[src/rtl/core/assert_macros.svh]
// Assertion macros shared by the dispatcher RTL.
// Depends on nothing; the including module must provide clk and rst.
`ifndef ASSERT_MACROS_SVH
`define ASSERT_MACROS_SVH

// Check a property on every clock edge outside reset.
`define TPJD_CHECK(name, prop, msg) \
  name: assert property (@(posedge clk) disable iff (rst) (prop)) else $error(msg);

// Check that a condition leads to a consequence in the next cycle.
`define TPJD_CHECK_NEXT(name, ante, cons, msg) \
  name: assert property (@(posedge clk) disable iff (rst) (ante) |=> (cons)) else $error(msg);

`endif

[src/rtl/core/tpjd_ram.sv]
// Generic single-write, single-read RAM with registered read data.
// Depends on nothing.
module tpjd_ram #(
  parameter int W = 16,
  parameter int D = 64
) (
  input  logic                             clk,
  input  logic                             we,
  input  logic [((D > 1) ? $clog2(D) : 1)-1:0] waddr,
  input  logic [W-1:0]                     wdata,
  input  logic [((D > 1) ? $clog2(D) : 1)-1:0] raddr,
  output logic [W-1:0]                     rdata
);
  logic [W-1:0] mem [D];

  always_ff @(posedge clk) begin
    if (we) begin
      mem[waddr] <= wdata;
    end
    rdata <= mem[raddr];
  end
endmodule

[config.mk]
export PLATFORM = sky130hd
export DESIGN_NAME = tpjd_ram
export DESIGN_NICKNAME = d
export VERILOG_FILES = /design/src/rtl/core/assert_macros.svh /design/src/rtl/core/tpjd_ram.sv
export SDC_FILE = /design/constraint.sdc
export NUM_CORES = 1
export LEC_CHECK = 0
export BUFFER_PORTS_ARGS = -buffer_cell sky130_fd_sc_hd__buf_2
export CAP_MARGIN = 20
export CORE_ASPECT_RATIO = 0.9
export CORE_MARGIN = 3
export CORE_UTILIZATION = 30
export DETAILED_ROUTE_END_ITERATION = 6
export GPL_TIMING_DRIVEN = 0
export MAX_ROUTING_LAYER = met4
export REMOVE_ABC_BUFFERS = 1
export SETUP_SLACK_MARGIN = 0.1
export SYNTH_ARGS = -nofsm -noshare
export SYNTH_HDL_FRONTEND = slang
export SYNTH_SLANG_ARGS = --single-unit
[constraint.sdc]
create_clock -name clk -period 7.2 [get_ports clk]
set_clock_uncertainty 0.15 [all_clocks]
set_input_delay 0.72 -clock clk [delete_from_list [all_inputs] [get_ports clk]]
set_output_delay 0.72 -clock clk [all_outputs]
set_load 0.02 [all_outputs]
==> results.cfg <==
[synthesis]
synth_top_area_share_pct = 76.8
synth_area_leaders = edfxtp_1, mux4_2, mux2i_1, dfxtp_1, mux2_2
ys_types = 43
ys_seq_elements = 1040
synth_edf_count = 1024
synthesis.area_um2 = 40000
ys_warn_count = 0
async_flop_share_pct = 0
synth_ff_type = edfxtp_1
yosys.area.top_type = edfxtp_1
yosysSeqAreaShare_pct = 77.6
synth_area_per_cell_um2 = 21.9
syn_inst = 1829

[cells_and_area]
area_delta_synth_final_pct = 15.9
layout-drive-gt1-share_pct = 28.9
postLayoutCoreUtil_pct = 35.2
final_cell_mix = edfxtp_1, mux4_2, clkbuf_16
final_common_cell = edfxtp_1
nets = 1981

[sta]
period_minus_slack_ns = 4.28
fin_crit_sh_pct = 59.5
worstMarginPinSlew_ns = 1.30
grt_setup_unrepaired = false
max_freq_mhz = 234
finalMaxSlewViolations = 0
max_slew_margin_pct = 13.2
hold_viol = 0
finalSetupViolCount = 0
hold_slack_ns = 0.317

[critical_path]
endpoint = rdata[3]
criticalPathCategory = in2reg
crit_required_ns = 7.50
end_kind = register
startpoint_type = input pin
startpoint = raddr[0]
r2r_start = mem[11][3]
critPathMaxFanout = 73
arrival_ns = 4.58
crit_top_cell = buf_16
worst_path_max_delay_cell = a31oi_1
cp_cell_sequence = buf_8 -> buf_16 -> buf_16 -> mux4_2 -> mux2i_1 -> a22oi_1 -> a31oi_1 -> a311oi_1
worst-r2r-cell-count = 5
rrSetupSlack_ns = 4.30
cpPeakStageDelay_ns = 0.98
reg2reg_to = rdata[3]

[power]
ir_worst_vdd_v = 0.000193
p_leak_nw = 14.3
finalPower_mw = 12.4
pwr_density_cell_nw_per_um2 = 267

[detailed_routing]
firstDrtPassIters = 5
vias_per_cell = 5.02
vias = 18900
routed_wl_mm = 93.6
drt-wirelength-per-cell_um = 24.9
detail-route-antenna-nets = 0
drtIter0Drc = 1927
drc = 0

[grt]
grt_pass1_vias = 19000
grt_pass1_wl_mm = 136
grt.total_usage_pct = 13.8
antenna_found_initial = 8
grt_max_degree = 109
grt.overflow.total = 0

[clock_network]
clockBufferDepth = 3
hold_buffers = 0
clock-sinks = 1040
post-cts-setup-buffer-count = 0
root_buffer = clkbuf_16
cts_htree_levels = 3
post_cts_resized = 0
cts_buffers = 93
cts_tree = done
clk_latency_ns = 0.67
clk_pin_slew_ns = 0.06

[run_status]
status = finished clean

[floorplanning]
num_rows = 126
fp.dieW_um = 391
ios = 46
die_h_um = 353
start_util_pct = 30.4
die_area_um2 = 138000
coreArea_um2 = 132000

[hold_path]
min-delay-start = wdata[1]
hp-class = in2reg

[placed_design]
gp_congestion = 0.791
placement.io_buffers = 45
dpl.hpwl_mm = 58.5

[run]
drv_cap = 0
cells in the mapped netlist, types with 16 or more instances:
| master | number |
|---|---|
| nand3_1 | 24 |
| buf_6 | 17 |
| nor2_1 | 72 |
| a22oi_1 | 39 |
| mux4_2 | 220 |
| buf_2 | 36 |
| a21oi_1 | 17 |
| clkbuf_1 | 24 |
| nand2_1 | 59 |
| nor2b_1 | 30 |
| mux2i_1 | 85 |
| a221oi_1 | 16 |
| dfxtp_1 | 16 |
| edfxtp_1 | 1024 |
| mux2_2 | 27 |
registers in the layout, indices dropped and copies added, names as in the netlist:
register,count
mem,1024
rdata,16
cell type report:
cell class,count,area [µm²]
Timing Repair Buffer,131,1710
Antenna cell,5,12.5
Fill cell,12000,85400
Tap cell,1728,2160
Sequential cell,1040,31100
Clock inverter,50,541
Multi-Input combinational cell,685,8410
Clock buffer,120,2510
cell families after synthesis:
family / synth area share [%]
DFF: 77.6
muxes: 15.5
and+or+nand+nor: 2.65
AOI/OAI and AO/OA: 2.41
buffers and inverters: 1.83
per-stage QoR:
stage | setup slack [ns] | instances | setup TNS, ns | area [µm²]
global placement | -4.27 | 3498 | -59.00 | 41700
detailed placement | 2.41 | 3577 | 0 | 43200
global route | 2.78 | 3759 | 0 | 46400
finish | 2.92 | 3759 | 0 | 46400
floorplan | 4.45 | 1725 | 0 | 39300
CTS | 3.12 | 3747 | 0 | 46300
power breakdown:
part           internal (mW)  switching, mW  total (mW)
logic                  0.234          0.420       0.654
clock network           2.86           2.15        5.01
registers               6.70         0.0119        6.71
total                   9.79           2.58        12.4
worst min path at each step:
stage | end | depth (start not counted)
floorplan | rdata[10] | 5
global placement | rdata[0] | 3
detailed placement | rdata[0] | 3
CTS | mem[31][2] | 1
global route | mem[17][15] | 1
finish | mem[28][1] | 1
metal layers:
metal	part of all wire (%)	vias to the layer above	track usage, %
li1	-	7922	-
met1	44	10100	19.5
met2	46	690	20.1
met3	8.2	123	3.44
met4	1.9	0	3.09
met5	0	-	-
worst max-delay path: cells and delay by family:
family | cells | cell delay, ns
buffers and inverters | 3 | 1.31
multiplexers | 2 | 0.94
AO/OA/AOI/OAI | 3 | 1.32
Note: power is estimated with default switching activity, not from simulation.
