`src/rtl/core/assert_macros.svh`:
```
// Assertion macros shared by the dispatcher RTL.
// Depends on nothing; the including module must provide clk and rst.
`ifndef ASSERT_MACROS_SVH
`define ASSERT_MACROS_SVH

// Check a property on every clock edge outside reset.
`define TPJD_CHECK(name, prop, msg) \
  name: assert property (@(posedge clk) disable iff (rst) (prop)) else $error(msg);

// Check that a condition leads to a consequence in the next cycle.
`define TPJD_CHECK_NEXT(name, ante, cons, msg) \
  name: assert property (@(posedge clk) disable iff (rst) (ante) |=> (cons)) else $error(msg);

`endif

```
`src/rtl/core/tpjd_pkg.sv`:
```
// Types, codes and defaults for the typed priority job dispatcher.
// Depends on nothing; used by tpjd_pick, the top level, the checker and the testbench.
package tpjd_pkg;

  localparam int JOB_SLOTS_DEF    = 64;
  localparam int WORKERS_DEF      = 8;
  localparam int FINISH_DEPTH_DEF = 64;

  localparam int CFG_IW  = 2;
  localparam int CFG_DW  = 32;
  localparam int PLIM_W  = 7;
  localparam int AWORK_W = 4;

  localparam logic [CFG_IW-1:0] CFG_PENDING_LIMIT  = 2'd0;
  localparam logic [CFG_IW-1:0] CFG_ACTIVE_WORKERS = 2'd1;
  localparam logic [CFG_IW-1:0] CFG_WORKER_TYPES   = 2'd2;

  typedef enum logic [1:0] {
    CMD_ADD     = 2'd0,
    CMD_QWORKER = 2'd1,
    CMD_QJOB    = 2'd2,
    CMD_QLIST   = 2'd3
  } cmd_t;

  typedef enum logic [1:0] {
    JST_PENDING   = 2'd0,
    JST_DOING     = 2'd1,
    JST_DONE      = 2'd2,
    JST_DISCARDED = 2'd3
  } jst_t;

  typedef enum logic [1:0] {
    PICK_MAX   = 2'd0,
    PICK_MIN   = 2'd1,
    PICK_FIRST = 2'd2
  } pick_mode_t;

  typedef enum logic [1:0] {
    SCAN_TAKE  = 2'd0,
    SCAN_EVICT = 2'd1,
    SCAN_FIND  = 2'd2
  } scan_kind_t;

  typedef enum logic [3:0] {
    S_IDLE,
    S_TICK,
    S_TICK_RD,
    S_SCAN,
    S_CMD,
    S_INSERT,
    S_QW_RD,
    S_LIST_RD,
    S_LIST_LD,
    S_OUT
  } seq_state_t;

  typedef struct packed {
    logic       clear;
    logic       valid;
    pick_mode_t mode;
  } pick_ctl_t;

  typedef struct packed {
    logic [15:0] id;
    logic [15:0] pri;
    logic [15:0] need;
    logic [3:0]  kind;
  } job_static_t;

  typedef struct packed {
    jst_t        st;
    logic [15:0] el;
  } job_dyn_t;

  typedef struct packed {
    logic        found;
    logic [1:0]  job_status;
    logic        worker_busy;
    logic [15:0] current_job;
    logic [15:0] finished_job;
    logic        last;
    logic        list_empty;
    logic        accepted;
    logic        evicted;
    logic [15:0] evicted_job;
    logic        list_overflow;
  } out_t;

endpackage

```
`src/rtl/core/tpjd_pick.sv`:
```
// Shared select unit: keeps the best candidate of a table scan and counts candidates.
// Depends on tpjd_pkg.
module tpjd_pick #(
  parameter int IW = 6,
  parameter int CW = 7,
  parameter int PW = 34
) (
  input  logic                clk,
  input  logic                rst,
  input  tpjd_pkg::pick_ctl_t ctl,
  input  logic                cand,
  input  logic [15:0]         pri,
  input  logic [IW-1:0]       idx,
  input  logic [PW-1:0]       payload,
  output logic                have,
  output logic [IW-1:0]       best_idx,
  output logic [PW-1:0]       best_payload,
  output logic [CW-1:0]       cnt
);
  import tpjd_pkg::*;

  logic [15:0] best_pri;
  logic        better;

  always_comb begin
    unique case (ctl.mode)
      PICK_MAX: better = pri > best_pri;
      PICK_MIN: better = pri < best_pri;
      default:  better = 1'b0;
    endcase
  end

  always_ff @(posedge clk) begin
    if (rst || ctl.clear) begin
      have <= 1'b0;
      cnt  <= '0;
    end else if (ctl.valid && cand) begin
      cnt <= cnt + CW'(1);
      if (!have || better) begin
        have         <= 1'b1;
        best_pri     <= pri;
        best_idx     <= idx;
        best_payload <= payload;
      end
    end
  end
endmodule

```
`config.mk`:
```
export PLATFORM = sky130hd
export DESIGN_NAME = tpjd_pick
export DESIGN_NICKNAME = d
export VERILOG_FILES = /design/src/rtl/core/assert_macros.svh /design/src/rtl/core/tpjd_pkg.sv /design/src/rtl/core/tpjd_pick.sv
export SDC_FILE = /design/constraint.sdc
export NUM_CORES = 1
export LEC_CHECK = 0
export ABC_AREA = 1
export BUFFER_PORTS_ARGS = -buffer_cell sky130_fd_sc_hd__buf_2
export CORE_MARGIN = 2
export CORE_UTILIZATION = 42
export DETAILED_ROUTE_END_ITERATION = 12
export PLACE_DENSITY = 0.73
export SLEW_MARGIN = 20
export SYNTH_ARGS = -nofsm -noshare
export SYNTH_HDL_FRONTEND = slang
export SYNTH_SLANG_ARGS = --single-unit
```
`constraint.sdc`:
```
create_clock -name clk -period 3.1 [get_ports clk]
set_input_delay 0.62 -clock clk [delete_from_list [all_inputs] [get_ports clk]]
set_output_delay 0.62 -clock clk [all_outputs]
set_load 0.005 [all_outputs]
```
==> reports/results.ini, run 1 <==
[layout]
layout-drive-gt1-share=0.443
final_area_um2=3340
area_growth_syn_to_layout_pct=33.6
multi_input_area_um2=551
utilization=0.572
fillers=485
diodes=0
ff_latch_area_um2=1840
fin_cells=382
num-nets-final=382

[setup_path]
start_kind=primary input
r2r-start=best_pri[15]$_DFFE_PP_
crit_path_start=pri[15]
path_class=primary input to flop
r2r_setup_slack_ns=1.02
endpoint=best_payload[25]$_DFFE_PP_
critPathMaxFanout=32
cp-end-kind=flop
worstRegToRegCells=11
worstPathArrival_ns=2.12
worstPathRequired_ns=3.09
r2r-end=best_payload[25]$_DFFE_PP_

[sta]
fin_crit_ns=2.13
drv_slew=0
worst_slew_pin_slew_ns=0.373
slew_headroom=0.751
rsz0062_at_grt=false
fin_skew_ns=0.00755
hold_viol_final=0
fmax_mhz=469
setup_violations=0
fin_crit_sh=0.688
fin_setup_tns_ns=0

[power]
ir_worst_vdd_mv=0.223
p_switching_uw=353
combPwrFrac=0.058
p_leak_nw=1.51
seqPwrFrac=0.557
internal_power_mw=1.37
pwr_density_cell_nw_per_um2=514
p_clk_frac=0.385
switching_share=0.205

[logic_synthesis]
synth.area.top_cells=edfxtp_1 (67%), ha_1 (8.5%), dfxtp_1 (6.4%)
synth.cell_area_um2=2500
syn_avg_cell_area_um2=13.9
ys_seq_area_frac=0.736
yosysTopAreaCellShare=0.672
synthCells=180
ys_ff_latch=64
yosysUniqueCellTypes=22
yosys_warnings=0
synth_top_area_cell=edfxtp_1
syn_nets=260

[clocking]
clock_latency_ns=0.33
cts_buffer_depth=2
postCtsSetupRepairBufs=0
htreeDepth=3
cts_made_buffers=9
cts_tree=built
cts_hold_buf=0
cts.clk_slew.worst_paths_ns=0.07
cts_resized=0
cts_num_sinks=64
cts-root-buf=clkbuf_8

[die]
pin_count=111
start_util=0.428
die-width_um=81.2
die_h_um=81.2
core_area_um2=5850
die-area_um2=6590
row_count=28

[job]
maxCapViolCount=0

[routing]
vias_per_cell=4.39
route.detailed.drc=0
wl_per_cell_um=12.1
first_pass_iters=4
via_count=1678
first_iter_violations=80
wl_um=4610
antenna_left=0

[grt]
grtUsageTotal=0.145
overflow=0
grt_max_degree=33
grt_pass1_wl_um=6940
first_global_vias=1547
antenna_found_initial=0

[placement]
routabilityCongestion=0.754
port_buffers=110
dp.cells=366
place_area_um2=3160
place_hpwl_um=3550

[hold_path]
holdPathStages=1
worstHoldPathType=primary input to flop

[outcome]
status=finished, final reports clean

## worst min-delay path by stage
stage                       from                         end  slack, ns
6_report             payload[21]  best_payload[21]$_DFFE_PP_       0.46
5_1_grt              payload[21]  best_payload[21]$_DFFE_PP_       0.44
4_1_cts              payload[22]  best_payload[22]$_DFFE_PP_       0.45
3_5_place_dp   have$_SDFFE_PP0P_           have$_SDFFE_PP0P_       0.47
3_3_place_gp   have$_SDFFE_PP0P_           have$_SDFFE_PP0P_       0.47
2_1_floorplan  have$_SDFFE_PP0P_           have$_SDFFE_PP0P_       0.46
## through the flow
step | setup slack [ns] | hold WS [ns] | total power [mW]
CTS | 0.958 | 0.447 | 1.75
global placement | 0.659 | 0.474 | 1.07
global route | 0.778 | 0.435 | 1.80
detailed placement | 0.603 | 0.473 | 1.08
floorplan | 0.107 | 0.460 | 1.01
finish | 0.967 | 0.465 | 1.72
## power groups by stage
stage	Clock, mW	Sequential, mW	Combinational, mW
5_1_grt	0.731	0.957	0.115
6_report	0.662	0.957	0.0997
3_3_place_gp	0	0.975	0.0981
4_1_cts	0.687	0.957	0.102
2_1_floorplan	0	0.978	0.0373
3_5_place_dp	0	0.976	0.101
## cells by family after synthesis
group | after synthesis | share of synthesized area
DFF | 64 | 0.736
buffers and inverters | 29 | 0.0445
adders and majority gates | 17 | 0.0850
and+or+nand+nor | 57 | 0.107
AOI/OAI and AO/OA | 13 | 0.0280
## metal layers
layer	vias to the layer above	GRT usage	wire, um
met2	81	0.217	2020
met5	-	0	0
met4	0	0.0644	57
met1	722	0.191	2110
met3	7	0.0500	422
li1	868	-	-
## registers in the layout, indices dropped and copies added, names as in the netlist
| register | flops |
|---|---|
| best_idx | 6 |
| cnt | 7 |
| best_pri | 16 |
| have | 1 |
| best_payload | 34 |
## synth_stat cells
master    instances
nand2_1          27
nand2_2           1
nor3b_2           2
nor2_2            2
clkinv_2          1
o21ai_0           1
nor2_1           12
dfxtp_1           8
inv_2             1
nand3_2           1
a21oi_1           9
nand4_1           1
nor3b_1           2
a21o_1            2
edfxtp_1         56
nor3_1            3
or2_2             1
buf_2             1
inv_1            26
o21ai_1           1
ha_1             17
nand3_1           5
## worst max-delay path, cell delays in order
cell and delay [ns]:
buf_2 0.11, ha_1 0.30, nand2_1 0.08, nor3_1 0.26, nand2_1 0.10, nand2_1 0.07
nand3_1 0.06, nand3_1 0.07, nand2_1 0.06, inv_2 0.05, buf_4 0.34
## layout make-up
| type | instances | share of cell area |
|---|---|---|
| Sequential cell | 64 | 0.551 |
| Timing Repair Buffer | 112 | 0.169 |
| Multi-Input combinational cell | 87 | 0.165 |
| Clock buffer | 9 | 0.0370 |
| Inverter | 28 | 0.0318 |
| Tap cell | 75 | 0.0281 |
| Clock inverter | 7 | 0.0187 |
## layout by cell type, fill, tap and decap left out, types with 2 or more instances in the layout
cell type / n
buf_2: 110
edfxtp_1: 56
nand2_1: 27
inv_1: 25
ha_1: 17
nor2_1: 12
a21oi_1: 9
clkbuf_8: 9
dfxtp_1: 8
nand3_1: 5
nor3_1: 3
clkinv_2: 3
a21o_1: 2
inv_2: 2
nor3b_1: 2
nor2_2: 2
nor3b_2: 2
clkinvlp_4: 2
clkinv_1: 2
buf_4: 2
Note: power is estimated with default switching activity, not from simulation.
==> run 2, diff against run 1 <==
--- a/config.mk
+++ b/config.mk
@@ -8,9 +8,9 @@
 export ABC_AREA = 1
 export BUFFER_PORTS_ARGS = -buffer_cell sky130_fd_sc_hd__buf_2
 export CORE_MARGIN = 2
-export CORE_UTILIZATION = 42
+export CORE_UTILIZATION = 47
 export DETAILED_ROUTE_END_ITERATION = 12
-export PLACE_DENSITY = 0.73
+export PLACE_DENSITY = 0.78
 export SLEW_MARGIN = 20
 export SYNTH_ARGS = -nofsm -noshare
 export SYNTH_HDL_FRONTEND = slang
==> constraint.sdc (replaced) <==
create_clock -name clk -period 2.21 [get_ports clk]
set_input_delay 0.442 -clock clk [delete_from_list [all_inputs] [get_ports clk]]
set_output_delay 0.442 -clock clk [all_outputs]
set_load 0.005 [all_outputs]
==> run 2 against run 1 <==
Net effect:
- core utilization grew 12 points
- design area rose by 5.9%
- worst hold slack lost 0.18 ns
- via count rose by 2.8%
==> reports/results.ini, run 2 (synthesis results as in run 1) <==
[placement]
place_area_um2=3350  ; +6.2%
routabilityCongestion=0.692  ; -8.2%
port_buffers=110  ; unchanged
place_hpwl_um=3740  ; +5.1%

[layout]
largest_reg_flops=34  ; unchanged
layout_common_cells=buf_2 (110), edfxtp_1 (56), nand2_1 (26)
num-nets-final=383  ; +0.26%
regMostFlops=best_payload
final_area_um2=3540  ; +5.9%
area_growth_syn_to_layout_pct=41.5
reg_top3=best_payload (34), best_pri (16), cnt (7)
diodes=0  ; unchanged
layout-drive-gt1-share=0.497  ; +0.0538
final_common_cell=buf_2

[routing]
route.detailed.drc=0  ; unchanged
vias_per_cell=4.56  ; +3.9%
antenna_left=0  ; unchanged
via_count=1725  ; +2.8%
first_pass_iters=4  ; unchanged
wl_per_cell_um=12.6  ; +4.1%
wl_um=4750  ; +3.1%
first_iter_violations=80  ; unchanged

[setup_path]
start_kind=flop
r2r_setup_slack_ns=0.15  ; -0.87 ns
r2r-end=best_payload[23]$_DFFE_PP_
r2r-start=best_pri[5]$_DFFE_PP_
cp-end-kind=flop
worstRegToRegCells=13  ; +2
worstPathArrival_ns=2.14  ; +0.02 ns
path_class=flop to flop
worstPathRequired_ns=2.29  ; -0.80 ns
critPathMaxFanout=21  ; -34%

[sta]
fin_crit_ns=2.06
setup_violations=0  ; unchanged
fin_skew_ns=0.00880  ; +0.00125 ns
drv_slew=0  ; unchanged
rsz0062_at_grt=false
slew_headroom=0.854  ; +0.103
hold_viol_final=0  ; unchanged
fin_crit_sh=0.932
fmax_mhz=486
worst_slew_pin_slew_ns=0.217  ; -0.157 ns

[power]
p_clk_frac=0.380  ; -0.005
seqPwrFrac=0.552  ; -0.005
switching_share=0.204  ; -0.00162
pwr_density_cell_nw_per_um2=686  ; +34%
combPwrFrac=0.067  ; +0.009
ir_worst_vdd_mv=0.328  ; +47%
design_power_total_mw=2.43  ; +42%
p_leak_nw=1.52  ; +0.82%
internal_power_mw=1.94  ; +42%
p_switching_uw=495  ; +40%

[grt]
grt_max_degree=22  ; -33%
first_global_vias=1600  ; +3.4%
antenna_found_initial=0  ; unchanged
overflow=0  ; unchanged
grt_pass1_wl_um=7390  ; +6.5%
grtUsageTotal=0.165  ; +0.0208

[job]
maxCapViolCount=0  ; unchanged

[clocking]
postCtsSetupRepairBufs=0  ; unchanged
cts_hold_buf=0  ; unchanged
cts-root-buf=clkbuf_8
cts_made_buffers=9  ; unchanged
cts.clk_slew.worst_paths_ns=0.07  ; about the same
htreeDepth=3  ; unchanged
cts_tree=built
cts_num_sinks=64  ; unchanged
cts_buffer_depth=2  ; unchanged
clock_latency_ns=0.32  ; about the same

[die]
die-width_um=77.0  ; -5.2%
core_area_um2=5140  ; -12%
pin_count=111  ; unchanged
row_count=26  ; -7.1%
start_util=0.487  ; +0.0592
die_h_um=77.0  ; -5.2%
die-area_um2=5930  ; -10%

[hold_path]
min_to=best_payload[33]$_DFFE_PP_
holdPathStages=1  ; unchanged
hp-start=payload[33]
worstHoldPathType=primary input to flop

[outcome]
status=finished, final reports clean

run 2: cell count changes in the layout (fill, tap and decap cells not counted), moves of 2 or more:
cell and change:
ha_1 -11, ha_4 +11, buf_12 +3, a21oi_1 -2, a21oi_2 +2, buf_4 -2
run 2: critical path: stages, from the launching register on:
cell,delay (ns)
edfxtp_1,0.38
inv_1,0.12
ha_4,0.22
a21oi_2,0.12
nor2_1,0.05
nor2_1,0.11
nand2_1,0.07
nand2_1,0.08
nand2_1,0.06
nand3_1,0.06
nand3_1,0.06
nand2_1,0.12
clkinvlp_4,0.18
buf_12,0.20
run 2: worst max path at each step:
stage / startpoint / to / slack (ns) / cells after the start
4_1_cts: best_pri[5]$_DFFE_PP_ / best_idx[2]$_DFFE_PP_ / 0.13 / 13
5_1_grt: best_pri[5]$_DFFE_PP_ / best_pri[11]$_DFFE_PP_ / 0.005 / 13
6_report: best_pri[5]$_DFFE_PP_ / best_payload[23]$_DFFE_PP_ / 0.15 / 13
3_5_place_dp: pri[7] / best_payload[6]$_DFFE_PP_ / 0.02 / 13
2_1_floorplan: pri[5] / best_idx[0]$_DFFE_PP_ / -0.25 / 11
3_3_place_gp: pri[7] / best_payload[18]$_DFFE_PP_ / 0.01 / 13
run 2: per-stage QoR:
step | util | std cells | worst slack [ns] | setup TNS (ns) | hold WS (ns)
2_1_floorplan | - | 180 | -0.252 | -14.13 | 0.460
3_3_place_gp | 0.652 | 362 | 0.00979 | 0 | 0.475
3_5_place_dp | 0.652 | 362 | 0.0205 | 0 | 0.477
4_1_cts | 0.689 | 378 | 0.127 | 0 | 0.274
5_1_grt | 0.689 | 378 | 0.00501 | 0 | 0.262
6_report | 0.689 | 378 | 0.151 | 0 | 0.287
run 2: power by group through the flow:
stage / clock, mW / sequential (mW) / combinational, mW
floorplan: 0 / 1.37 / 0.0645
global placement: 0 / 1.37 / 0.160
detailed placement: 0 / 1.37 / 0.166
CTS: 0.960 / 1.34 / 0.167
global route: 1.02 / 1.34 / 0.186
finish: 0.925 / 1.34 / 0.164
run 2: final cells by class:
type / instances / area [um^2]
Clock inverter: 6 / 60.1
Multi-Input combinational cell: 87 / 706
Tap cell: 70 / 87.6
Timing Repair Buffer: 113 / 611
Sequential cell: 64 / 1840
Inverter: 28 / 110
Clock buffer: 10 / 128
Fill cell: 384 / 1600
run 2: timing repair:
| item | CTS | global route |
|---|---|---|
| setup endpoints to repair | 0 | 22 |
| resized for setup | 0 | 1 |
| hold endpoints to repair | 0 | 0 |
run 2: routing by layer:
metal	global-route usage	part of all wire
met1	0.199	0.41
met2	0.274	0.48
met3	0.0624	0.094
met4	0.0589	0.012
met5	0	0
